**src/hw/rtl/sepc_pkg.sv**
```systemverilog
// Shared types, constants and signature tables for the SMBIOS entry point checker.
package sepc_pkg;

    // Request queue between front and back
    localparam int QDEPTH   = 2;
    localparam int QPTR_W   = $clog2(QDEPTH);
    localparam int QCNT_W   = $clog2(QDEPTH + 1);

    // Byte counter saturates at this value
    localparam int          IDX_W   = 9;
    localparam logic [8:0]  IDX_SAT = 9'd256;

    // Result form codes
    localparam logic [1:0] FORM_NONE = 2'd0;
    localparam logic [1:0] FORM_V21  = 2'd1;
    localparam logic [1:0] FORM_V30  = 2'd2;

    // Signature lengths
    localparam logic [7:0] SIG3_LEN = 8'd5;
    localparam logic [7:0] SIG2_LEN = 8'd4;

    // 3.0 form offsets
    localparam logic [7:0] V30_LEN_OFS   = 8'h06;
    localparam logic [7:0] V30_MAJOR_OFS = 8'h07;
    localparam logic [7:0] V30_MINOR_OFS = 8'h08;
    localparam logic [7:0] V30_SIZE_OFS  = 8'h0C;
    localparam logic [7:0] V30_ADDR_OFS  = 8'h10;
    localparam logic [7:0] V30_ADDR_END  = 8'h18;
    localparam logic [7:0] V30_MIN_LEN   = 8'h18;

    // 2.1 form offsets
    localparam logic [7:0] V21_LEN_OFS   = 8'h05;
    localparam logic [7:0] V21_MAJOR_OFS = 8'h06;
    localparam logic [7:0] V21_MINOR_OFS = 8'h07;
    localparam logic [7:0] V21_SIZE_OFS  = 8'h16;
    localparam logic [7:0] V21_ADDR_OFS  = 8'h18;
    localparam logic [7:0] V21_ADDR_END  = 8'h1C;
    localparam logic [7:0] V21_MIN_LEN   = 8'h1E;
    localparam logic [8:0] V21_MIN_AVAIL = 9'h01F;

    // Intermediate (_DMI_) area of the 2.1 form
    localparam logic [7:0] DMI_OFS     = 8'h10;
    localparam logic [7:0] DMI_SIG_END = 8'h15;
    localparam logic [7:0] DMI_SUM_END = 8'h1F;

    // One classified byte request
    typedef struct packed {
        logic [7:0]       data;
        logic [IDX_W-1:0] idx;
        logic             take;
        logic             last;
        logic             sig3_miss;
        logic             sig2_miss;
        logic             dmi_miss;
        logic             dmi_add;
    } t_item;

    // "_SM3_"
    function automatic logic [7:0] sig3_char(input logic [2:0] pos);
        logic [7:0] ch;
        unique case (pos)
            3'd0:    ch = 8'h5F;
            3'd1:    ch = 8'h53;
            3'd2:    ch = 8'h4D;
            3'd3:    ch = 8'h33;
            3'd4:    ch = 8'h5F;
            default: ch = 8'h00;
        endcase
        return ch;
    endfunction

    // "_SM_"
    function automatic logic [7:0] sig2_char(input logic [1:0] pos);
        logic [7:0] ch;
        unique case (pos)
            2'd0:    ch = 8'h5F;
            2'd1:    ch = 8'h53;
            2'd2:    ch = 8'h4D;
            default: ch = 8'h5F;
        endcase
        return ch;
    endfunction

    // "_DMI_"
    function automatic logic [7:0] dmi_char(input logic [2:0] pos);
        logic [7:0] ch;
        unique case (pos)
            3'd0:    ch = 8'h5F;
            3'd1:    ch = 8'h44;
            3'd2:    ch = 8'h4D;
            3'd3:    ch = 8'h49;
            3'd4:    ch = 8'h5F;
            default: ch = 8'h00;
        endcase
        return ch;
    endfunction

endpackage

```
**src/hw/rtl/sepc_front.sv**
```systemverilog
// Front end: accepts byte requests, tracks the byte index and classifies signature bytes.
module sepc_front (
    input  logic                 i_clk,
    input  logic                 i_rst_n,
    input  logic                 i_valid,
    input  logic [7:0]           i_entry_byte,
    input  logic                 i_last_byte,
    input  logic                 i_full,
    output logic                 o_stall,
    output logic                 o_push,
    output sepc_pkg::t_item      o_item
);

    logic [sepc_pkg::IDX_W-1:0] r_index;
    logic [sepc_pkg::IDX_W-1:0] n_index;
    logic                       w_take;
    logic [7:0]                 w_idx8;
    logic [7:0]                 w_dmi_ofs;

    assign o_stall = i_full;
    assign o_push  = i_valid && !i_full;

    assign w_take    = !r_index[8];
    assign w_idx8    = r_index[7:0];
    assign w_dmi_ofs = w_idx8 - sepc_pkg::DMI_OFS;

    // Classify the byte against the signatures at its position
    always_comb begin
        o_item.data      = i_entry_byte;
        o_item.idx       = r_index;
        o_item.take      = w_take;
        o_item.last      = i_last_byte;
        o_item.sig3_miss = w_take && (w_idx8 < sepc_pkg::SIG3_LEN)
                           && (i_entry_byte != sepc_pkg::sig3_char(w_idx8[2:0]));
        o_item.sig2_miss = w_take && (w_idx8 < sepc_pkg::SIG2_LEN)
                           && (i_entry_byte != sepc_pkg::sig2_char(w_idx8[1:0]));
        o_item.dmi_miss  = w_take && (w_idx8 >= sepc_pkg::DMI_OFS)
                           && (w_idx8 < sepc_pkg::DMI_SIG_END)
                           && (i_entry_byte != sepc_pkg::dmi_char(w_dmi_ofs[2:0]));
        o_item.dmi_add   = w_take && (w_idx8 >= sepc_pkg::DMI_OFS)
                           && (w_idx8 < sepc_pkg::DMI_SUM_END);
    end

    // Byte index: saturates, restarts after the final byte
    always_comb begin
        n_index = r_index;
        if (o_push) begin
            if (i_last_byte) begin
                n_index = '0;
            end else if (w_take) begin
                n_index = r_index + 9'd1;
            end
        end
    end

    always_ff @(posedge i_clk) begin
        if (!i_rst_n) begin
            r_index <= '0;
        end else begin
            r_index <= n_index;
        end
    end

endmodule

```
**src/hw/rtl/sepc_queue.sv**
```systemverilog
// Short request queue between the front end and the back end.
module sepc_queue (
    input  logic                 i_clk,
    input  logic                 i_rst_n,
    input  logic                 i_push,
    input  sepc_pkg::t_item      i_item,
    input  logic                 i_pop,
    output logic                 o_full,
    output logic                 o_valid,
    output sepc_pkg::t_item      o_head
);

    sepc_pkg::t_item                r_slot [sepc_pkg::QDEPTH];
    logic [sepc_pkg::QPTR_W-1:0]    r_wr_ptr;
    logic [sepc_pkg::QPTR_W-1:0]    r_rd_ptr;
    logic [sepc_pkg::QCNT_W-1:0]    r_count;

    assign o_full  = (r_count == sepc_pkg::QCNT_W'(sepc_pkg::QDEPTH));
    assign o_valid = (r_count != '0);
    assign o_head  = r_slot[r_rd_ptr];

    // Storage
    always_ff @(posedge i_clk) begin
        if (i_push) begin
            r_slot[r_wr_ptr] <= i_item;
        end
    end

    // Pointers and fill count
    always_ff @(posedge i_clk) begin
        if (!i_rst_n) begin
            r_wr_ptr <= '0;
            r_rd_ptr <= '0;
            r_count  <= '0;
        end else begin
            if (i_push) begin
                r_wr_ptr <= (r_wr_ptr == sepc_pkg::QPTR_W'(sepc_pkg::QDEPTH - 1))
                            ? '0 : r_wr_ptr + 1'b1;
            end
            if (i_pop) begin
                r_rd_ptr <= (r_rd_ptr == sepc_pkg::QPTR_W'(sepc_pkg::QDEPTH - 1))
                            ? '0 : r_rd_ptr + 1'b1;
            end
            if (i_push && !i_pop) begin
                r_count <= r_count + 1'b1;
            end else if (!i_push && i_pop) begin
                r_count <= r_count - 1'b1;
            end
        end
    end

    a_no_overflow: assert property (@(posedge i_clk) disable iff (!i_rst_n)
        i_push |-> (!o_full || i_pop))
        else $error("queue written while full");

    a_no_underflow: assert property (@(posedge i_clk) disable iff (!i_rst_n)
        i_pop |-> o_valid)
        else $error("queue read while empty");

endmodule

```
**src/hw/rtl/sepc_back.sv**
```systemverilog
// Back end: runs checksums and field capture, and registers the result of each candidate.
module sepc_back (
    input  logic                 i_clk,
    input  logic                 i_rst_n,
    input  logic                 i_q_valid,
    input  sepc_pkg::t_item      i_head,
    output logic                 o_pop,
    input  logic                 i_stall,
    output logic                 o_valid,
    output logic                 o_entry_ok,
    output logic [1:0]           o_entry_form,
    output logic [7:0]           o_spec_major,
    output logic [7:0]           o_spec_minor,
    output logic [31:0]          o_table_size,
    output logic [63:0]          o_table_address
);

    // Candidate state
    logic        r_sig3, n_sig3;
    logic        r_sig2, n_sig2;
    logic [7:0]  r_sum, n_sum;
    logic [7:0]  r_len, n_len;
    logic        r_sum_zero, n_sum_zero;
    logic [7:0]  r_dmi_sum, n_dmi_sum;
    logic        r_dmi_ok, n_dmi_ok;
    logic [7:0]  r_major, n_major;
    logic [7:0]  r_minor, n_minor;
    logic [31:0] r_size, n_size;
    logic [63:0] r_addr, n_addr;

    // Result register
    logic        r_out_valid;
    logic        r_ok, n_ok;
    logic [1:0]  r_form, n_form;
    logic [7:0]  r_out_major;
    logic [7:0]  r_out_minor;
    logic [31:0] r_out_size;
    logic [63:0] r_out_addr;

    logic [7:0]  w_idx8;
    logic [8:0]  w_avail;
    logic        w_f3;
    logic        w_f2;
    logic        w_fields_nz;
    logic        w_len_fits;

    // A final byte waits while the result register is still held
    assign o_pop = i_q_valid && (!i_head.last || !r_out_valid || !i_stall);

    assign w_idx8  = i_head.idx[7:0];
    assign w_avail = i_head.take ? (i_head.idx + 9'd1) : sepc_pkg::IDX_SAT;

    // Per-byte state update
    always_comb begin
        n_sig3     = r_sig3;
        n_sig2     = r_sig2;
        n_sum      = r_sum;
        n_len      = r_len;
        n_sum_zero = r_sum_zero;
        n_dmi_sum  = r_dmi_sum;
        n_dmi_ok   = r_dmi_ok;
        n_major    = r_major;
        n_minor    = r_minor;
        n_size     = r_size;
        n_addr     = r_addr;
        w_f3       = r_sig3 && !i_head.sig3_miss;
        w_f2       = r_sig2 && !i_head.sig2_miss;
        if (i_head.take) begin
            n_sig3 = w_f3;
            n_sig2 = w_f2;
            n_sum  = r_sum + i_head.data;
            // 3.0 form fields
            if (w_f3) begin
                if (w_idx8 == sepc_pkg::V30_LEN_OFS) begin
                    n_len = i_head.data;
                end else if (w_idx8 == sepc_pkg::V30_MAJOR_OFS) begin
                    n_major = i_head.data;
                end else if (w_idx8 == sepc_pkg::V30_MINOR_OFS) begin
                    n_minor = i_head.data;
                end else if (w_idx8 >= sepc_pkg::V30_SIZE_OFS
                             && w_idx8 < sepc_pkg::V30_ADDR_OFS) begin
                    n_size[{w_idx8[1:0], 3'b000} +: 8] = i_head.data;
                end else if (w_idx8 >= sepc_pkg::V30_ADDR_OFS
                             && w_idx8 < sepc_pkg::V30_ADDR_END) begin
                    n_addr[{w_idx8[2:0], 3'b000} +: 8] = i_head.data;
                end
            end
            // 2.1 form fields
            if (w_f2) begin
                if (w_idx8 == sepc_pkg::V21_LEN_OFS) begin
                    n_len = i_head.data;
                end else if (w_idx8 == sepc_pkg::V21_MAJOR_OFS) begin
                    n_major = i_head.data;
                end else if (w_idx8 == sepc_pkg::V21_MINOR_OFS) begin
                    n_minor = i_head.data;
                end else if (w_idx8 >= sepc_pkg::V21_SIZE_OFS
                             && w_idx8 < sepc_pkg::V21_ADDR_OFS) begin
                    n_size[{w_idx8[0], 3'b000} +: 8] = i_head.data;
                end else if (w_idx8 >= sepc_pkg::V21_ADDR_OFS
                             && w_idx8 < sepc_pkg::V21_ADDR_END) begin
                    n_addr[{w_idx8[1:0], 3'b000} +: 8] = i_head.data;
                end
            end
            // intermediate area
            if (i_head.dmi_miss) begin
                n_dmi_ok = 1'b0;
            end
            if (i_head.dmi_add) begin
                n_dmi_sum = r_dmi_sum + i_head.data;
            end
            // main checksum latched at the end of the declared length
            if ((i_head.idx + 9'd1) == {1'b0, n_len}) begin
                n_sum_zero = (n_sum == 8'd0);
            end
        end
    end

    // Result decision on the final byte
    always_comb begin
        w_fields_nz = (n_size != '0) && (n_addr != '0);
        w_len_fits  = ({1'b0, n_len} <= w_avail) && n_sum_zero;
        n_form      = sepc_pkg::FORM_NONE;
        n_ok        = 1'b0;
        if (n_sig3 && w_avail >= 9'({1'b0, sepc_pkg::SIG3_LEN})) begin
            n_form = sepc_pkg::FORM_V30;
            n_ok   = (w_avail >= {1'b0, sepc_pkg::V30_MIN_LEN})
                     && (n_len >= sepc_pkg::V30_MIN_LEN)
                     && w_len_fits && w_fields_nz;
        end else if (n_sig2 && w_avail >= 9'({1'b0, sepc_pkg::SIG2_LEN})) begin
            n_form = sepc_pkg::FORM_V21;
            n_ok   = (w_avail >= sepc_pkg::V21_MIN_AVAIL)
                     && (n_len >= sepc_pkg::V21_MIN_LEN)
                     && w_len_fits && n_dmi_ok && (n_dmi_sum == 8'd0)
                     && w_fields_nz;
        end
    end

    // Candidate state registers; cleared after each result
    always_ff @(posedge i_clk) begin
        if (!i_rst_n || (o_pop && i_head.last)) begin
            r_sig3     <= 1'b1;
            r_sig2     <= 1'b1;
            r_sum      <= '0;
            r_len      <= '0;
            r_sum_zero <= 1'b0;
            r_dmi_sum  <= '0;
            r_dmi_ok   <= 1'b1;
            r_major    <= '0;
            r_minor    <= '0;
            r_size     <= '0;
            r_addr     <= '0;
        end else if (o_pop) begin
            r_sig3     <= n_sig3;
            r_sig2     <= n_sig2;
            r_sum      <= n_sum;
            r_len      <= n_len;
            r_sum_zero <= n_sum_zero;
            r_dmi_sum  <= n_dmi_sum;
            r_dmi_ok   <= n_dmi_ok;
            r_major    <= n_major;
            r_minor    <= n_minor;
            r_size     <= n_size;
            r_addr     <= n_addr;
        end
    end

    // Output valid
    always_ff @(posedge i_clk) begin
        if (!i_rst_n) begin
            r_out_valid <= 1'b0;
        end else if (o_pop && i_head.last) begin
            r_out_valid <= 1'b1;
        end else if (!i_stall) begin
            r_out_valid <= 1'b0;
        end
    end

    // Output payload
    always_ff @(posedge i_clk) begin
        if (o_pop && i_head.last) begin
            r_ok        <= n_ok;
            r_form      <= n_form;
            r_out_major <= (n_form != sepc_pkg::FORM_NONE) ? n_major : 8'd0;
            r_out_minor <= (n_form != sepc_pkg::FORM_NONE) ? n_minor : 8'd0;
            r_out_size  <= (n_form != sepc_pkg::FORM_NONE) ? n_size : 32'd0;
            r_out_addr  <= (n_form != sepc_pkg::FORM_NONE) ? n_addr : 64'd0;
        end
    end

    assign o_valid         = r_out_valid;
    assign o_entry_ok      = r_ok;
    assign o_entry_form    = r_form;
    assign o_spec_major    = r_out_major;
    assign o_spec_minor    = r_out_minor;
    assign o_table_size    = r_out_size;
    assign o_table_address = r_out_addr;

    a_final_loads_result: assert property (@(posedge i_clk) disable iff (!i_rst_n)
        (o_pop && i_head.last) |=> r_out_valid)
        else $error("final byte did not produce a result");

    a_no_form_clear: assert property (@(posedge i_clk) disable iff (!i_rst_n)
        (r_out_valid && r_form == sepc_pkg::FORM_NONE)
        |-> (!r_ok && r_out_size == '0 && r_out_addr == '0))
        else $error("result without signature carries data");

    a_ok_needs_fields: assert property (@(posedge i_clk) disable iff (!i_rst_n)
        (r_out_valid && r_ok) |-> (r_out_size != '0 && r_out_addr != '0))
        else $error("ok result with zero table fields");

endmodule

```
**src/hw/rtl/smbios_entry_point_check_core.sv**
```systemverilog
// Top level of the SMBIOS entry point checker: front end, request queue and back end.
// Throughput: one byte request per cycle, also across candidates, unless a held result stalls.
// Result path: the edge that accepts the final byte writes it into the queue; the back end
// then runs the checks and capture and registers the result at the edge that pops that byte.
// A held result blocks a final byte at the queue head and every byte queued behind it.
// Reset (synchronous, active low) empties the queue, clears the byte index and the result valid.
module smbios_entry_point_check_core (
    input  logic        i_clk,
    input  logic        i_rst_n,
    input  logic        i_valid,
    output logic        o_stall,
    input  logic [7:0]  i_entry_byte,
    input  logic        i_last_byte,
    output logic        o_valid,
    input  logic        i_stall,
    output logic        o_entry_ok,
    output logic [1:0]  o_entry_form,
    output logic [7:0]  o_spec_major,
    output logic [7:0]  o_spec_minor,
    output logic [31:0] o_table_size,
    output logic [63:0] o_table_address
);

    logic             w_push;
    logic             w_pop;
    logic             w_full;
    logic             w_q_valid;
    sepc_pkg::t_item  w_item;
    sepc_pkg::t_item  w_head;

    // Accept and classify
    sepc_front u_front (
        .i_clk        (i_clk),
        .i_rst_n      (i_rst_n),
        .i_valid      (i_valid),
        .i_entry_byte (i_entry_byte),
        .i_last_byte  (i_last_byte),
        .i_full       (w_full),
        .o_stall      (o_stall),
        .o_push       (w_push),
        .o_item       (w_item)
    );

    // Decoupling queue
    sepc_queue u_queue (
        .i_clk   (i_clk),
        .i_rst_n (i_rst_n),
        .i_push  (w_push),
        .i_item  (w_item),
        .i_pop   (w_pop),
        .o_full  (w_full),
        .o_valid (w_q_valid),
        .o_head  (w_head)
    );

    // Checks and result
    sepc_back u_back (
        .i_clk           (i_clk),
        .i_rst_n         (i_rst_n),
        .i_q_valid       (w_q_valid),
        .i_head          (w_head),
        .o_pop           (w_pop),
        .i_stall         (i_stall),
        .o_valid         (o_valid),
        .o_entry_ok      (o_entry_ok),
        .o_entry_form    (o_entry_form),
        .o_spec_major    (o_spec_major),
        .o_spec_minor    (o_spec_minor),
        .o_table_size    (o_table_size),
        .o_table_address (o_table_address)
    );

endmodule
```
**config.mk**
```make
export PLATFORM = sky130hd
export DESIGN_NAME = smbios_entry_point_check_core
export DESIGN_NICKNAME = d
export VERILOG_FILES = /design/src/hw/rtl/sepc_pkg.sv /design/src/hw/rtl/sepc_front.sv /design/src/hw/rtl/sepc_queue.sv /design/src/hw/rtl/sepc_back.sv /design/src/hw/rtl/smbios_entry_point_check_core.sv
export SDC_FILE = /design/constraint.sdc
export NUM_CORES = 1
export LEC_CHECK = 0
export BUFFER_PORTS_ARGS = -buffer_cell sky130_fd_sc_hd__buf_4
export CAP_MARGIN = 20
export CORE_ASPECT_RATIO = 0.75
export CORE_UTILIZATION = 30
export DETAILED_ROUTE_END_ITERATION = 8
export PLACE_DENSITY = 0.43
export SLEW_MARGIN = 0
export SYNTH_ARGS = -nofsm -noshare
export SYNTH_HDL_FRONTEND = slang
export SYNTH_SLANG_ARGS = --single-unit
```
**constraint.sdc**
```tcl
create_clock -name i_clk -period 14.87 [get_ports i_clk]
set_input_delay 0.7435 -clock i_clk [delete_from_list [all_inputs] [get_ports i_clk]]
set_output_delay 0.7435 -clock i_clk [all_outputs]
set_load 0.05 [all_outputs]
```
==> flow_summary.ini <==
[status]
status = finished clean

[sta]
hold_slack_ns = 0.445
rsz0062_at_grt = false
worst_clock_skew_ns = 0.0267
fmax_ghz = 0.169
post-route-period-util_pct = 39.8
finalSetupViolCount = 0
relSlewSlack_pct = 14.4
worstMarginPinSlew_ns = 1.27
slew_violations = 0
hold_viol = 0
timing.final.crit_period_ns = 5.92
tns_ns = 0

[clock_tree]
cts_resized = 0
clkSinkCount = 316
worst_setup_hold_path_clk_slew_ns = 0.06
cts_hold_buf = 0
insertion_delay_ns = 0.55
cts_buffer_depth = 3
cts_root_buffer = clkbuf_16
htree_levels = 2
cts_tree = built
postCtsSetupBuffers = 0
cts_inserted_buffers = 36

[die]
io-pin-count = 130
core_um2 = 53300
die_x_um = 271
die-height_um = 204
start_util_pct = 30.5
rows = 73
dieArea_um2 = 55300

[yosys]
ys_ff_latch = 316
synth_nets = 1760
synth-edff-count = 161
seq_area_frac_synth_pct = 48.7
syn-instance-count = 1706
netlist-cell-type-count = 93
yosys_warnings = 0
syn_area_um2 = 16300
async_flop_share_pct = 0
synthFlopType = edfxtp_1
avgSynthCellArea_um2 = 9.55

[power_and_ir_drop]
p_leak_nw = 6.66
p_total_mw = 3.69
power_density_nw_per_um2 = 192
ir_drop_mv = 0.0921

[placement]
placed_cells = 2474
place.gp.congestion = 0.957
io_buffers = 129
dpl.hpwl_um = 40900

[finish]
fin_util_pct = 36.1
fin_nets = 1855
area_growth_syn_to_layout_pct = 18.1
nFillCells = 5476
antenna_cells = 0
drive_gt1_share_pct = 14.3
fin_cells = 2541

[critical_path]
crit_fanout = 73
path_class = register to register
startpoint_type = register
worstPathArrival_ns = 6.29
end_kind = register
cp.required_ns = 15.24

[hold_path]
holdCritPathClass = primary input to register

[route]
drt-wirelength-per-cell_um = 22.6
routed_via_density = 5.48
drt_pass1_iterations = 6
drt_iter0_drc = 1369
drc = 0
routed_wl_um = 57300
antenna_left = 0
vias = 13900

[run]
cap_violations = 0

[global_routing]
antenna_found_initial = 1
grtUsageTotal_pct = 20.4
grt_max_degree = 84
grt_first_pass_wirelength_um = 86500
grt_overflow = 0
grt_pass1_vias = 13500
## cell type report
cell class	instances	area, um2	area share [%]
clock buffers	53	1050	5.45
clock inverters	13	209	1.09
inverters	33	126	0.657
multi-input cells	1256	7820	40.7
flip-flops and latches	316	7940	41.3
well taps	712	891	4.63
repair buffers	158	1210	6.27
## metal layers
layer  track usage, %  vias to the layer above  share of wire [%]
li1                 -                     6552                  -
met1             30.2                     6856                 49
met2             31.4                      444                 44
met3             3.13                       77                6.0
met4             4.23                        0                1.7
met5                0                        -                  0
## flip-flops by register name, summed over array words and instances (netlist names), 8 cells and up, named ones only
register,count
u_back.r_size,32
u_back.r_sum,8
u_back.o_spec_minor,8
u_back.r_addr,64
u_back.r_dmi_sum,8
u_back.o_table_size,32
u_front.r_index,9
u_back.o_spec_major,8
u_back.r_minor,8
u_back.o_table_address,64
u_queue.r_slot,46
u_back.r_major,8
u_back.r_len,8
## cells by family after synthesis
| logic type | count (synthesis) | share of synthesized area [%] |
|---|---|---|
| buffers and inverters | 134 | 3.48 |
| multiplexers | 65 | 4.18 |
| AO/OA/AOI/OAI | 440 | 19.1 |
| XOR/XNOR | 32 | 1.72 |
| flip-flops | 316 | 48.7 |
| AND/OR/NAND/NOR | 678 | 19.6 |
| adder cells (fa/ha/maj) | 41 | 3.24 |
## placed cells by master, fill, tap and decap left out, drive strengths merged, types with 6 or more instances in the layout
master / count
a32oi: 25
nor2b: 20
nand3: 24
nor3: 51
xnor2: 22
nor4: 20
or2: 10
and2: 20
buf: 158
o2111ai: 6
and3: 14
ha: 39
a211oi: 42
mux2i: 60
clkinv: 10
xor2: 10
dfxtp: 155
nor2: 334
a22oi: 113
nand4: 20
o21ai: 57
nand2b: 11
and3b: 6
inv: 30
o211ai: 7
a21oi: 80
nand2: 109
or4: 9
edfxtp: 161
a31oi: 8
a21o: 9
or3: 12
clkbuf: 53
o41ai: 6
o22ai: 21
a32o: 6
## cells in the mapped netlist, types with 5 or more instances
library cell | n | area (um2)
nor2_1 | 333 | 1250
edfxtp_1 | 161 | 4830
dfxtp_1 | 155 | 3100
a22oi_1 | 113 | 848
nand2_1 | 109 | 409
a21oi_1 | 78 | 390
clkbuf_1 | 62 | 233
mux2i_1 | 56 | 561
nor3_1 | 50 | 250
o21ai_0 | 44 | 220
a211oi_1 | 42 | 315
ha_1 | 39 | 488
inv_1 | 28 | 105
a32oi_1 | 25 | 219
nand3_1 | 24 | 120
buf_2 | 23 | 115
xnor2_1 | 22 | 193
o22ai_1 | 21 | 131
and2_1 | 20 | 125
nand4_1 | 20 | 125
nor2b_1 | 20 | 125
nor4_1 | 16 | 100
and3_1 | 13 | 81.3
or3_1 | 12 | 75.1
nand2b_1 | 11 | 68.8
o21ai_1 | 11 | 55.1
buf_1 | 10 | 37.5
xor2_1 | 10 | 87.6
a21o_1 | 9 | 67.6
or2_2 | 9 | 56.3
a31oi_1 | 8 | 50.1
or4_1 | 8 | 60.1
a32o_1 | 6 | 60.1
and3b_1 | 6 | 52.6
o2111ai_1 | 6 | 52.6
o211ai_1 | 6 | 45.0
o41ai_1 | 6 | 52.6
a22o_1 | 5 | 43.8
mux2_2 | 5 | 56.3
o21a_1 | 5 | 37.5
## power breakdown
part	internal, mW	leakage, nW	switching (mW)	total, mW
Sequential	1.07	2.77	0.0650	1.13
Combinational	0.390	3.28	1.22	1.61
Clock	0.579	0.606	0.374	0.953
## worst max-delay path, stage by stage, from the launching register on
cell	delay (ns)
dfxtp_2	0.31
buf_4	0.60
mux2i_2	0.28
buf_4	0.33
inv_1	0.40
ha_1	0.49
a32oi_1	0.78
or3_1	0.57
o21ai_0	0.19
ha_1	0.32
nor2b_1	0.15
o21a_1	0.17
o21a_1	0.17
o21a_1	0.16
o21a_1	0.17
o211ai_1	0.15
a211o_1	0.21
o31ai_1	0.09
nor4_1	0.17
## final timing paths
| path | startpoint | cells after the start | slack, ns | endpoint |
|---|---|---|---|---|
| worst max-delay path | register | 18 | 8.95 | u_back.o_entry_ok |
| worst min-delay path | i_entry_byte[7] | 1 | 0.44 | u_queue.r_slot[0][22] |
| worst max register to register | register | 18 | 8.95 | u_back.o_entry_ok |
| worst min register to register | u_back.r_addr[15] | 2 | 0.46 | u_back.r_addr[15] |
## through the flow
stage	cell area (um2)	setup slack, ns
2_1_floorplan	16300	9.67
3_3_place_gp	17900	9.24
3_5_place_dp	18000	9.09
4_1_cts	19200	9.12
5_1_grt	19200	8.57
6_report	19200	8.95
Note: power is estimated with default switching activity, not from simulation.
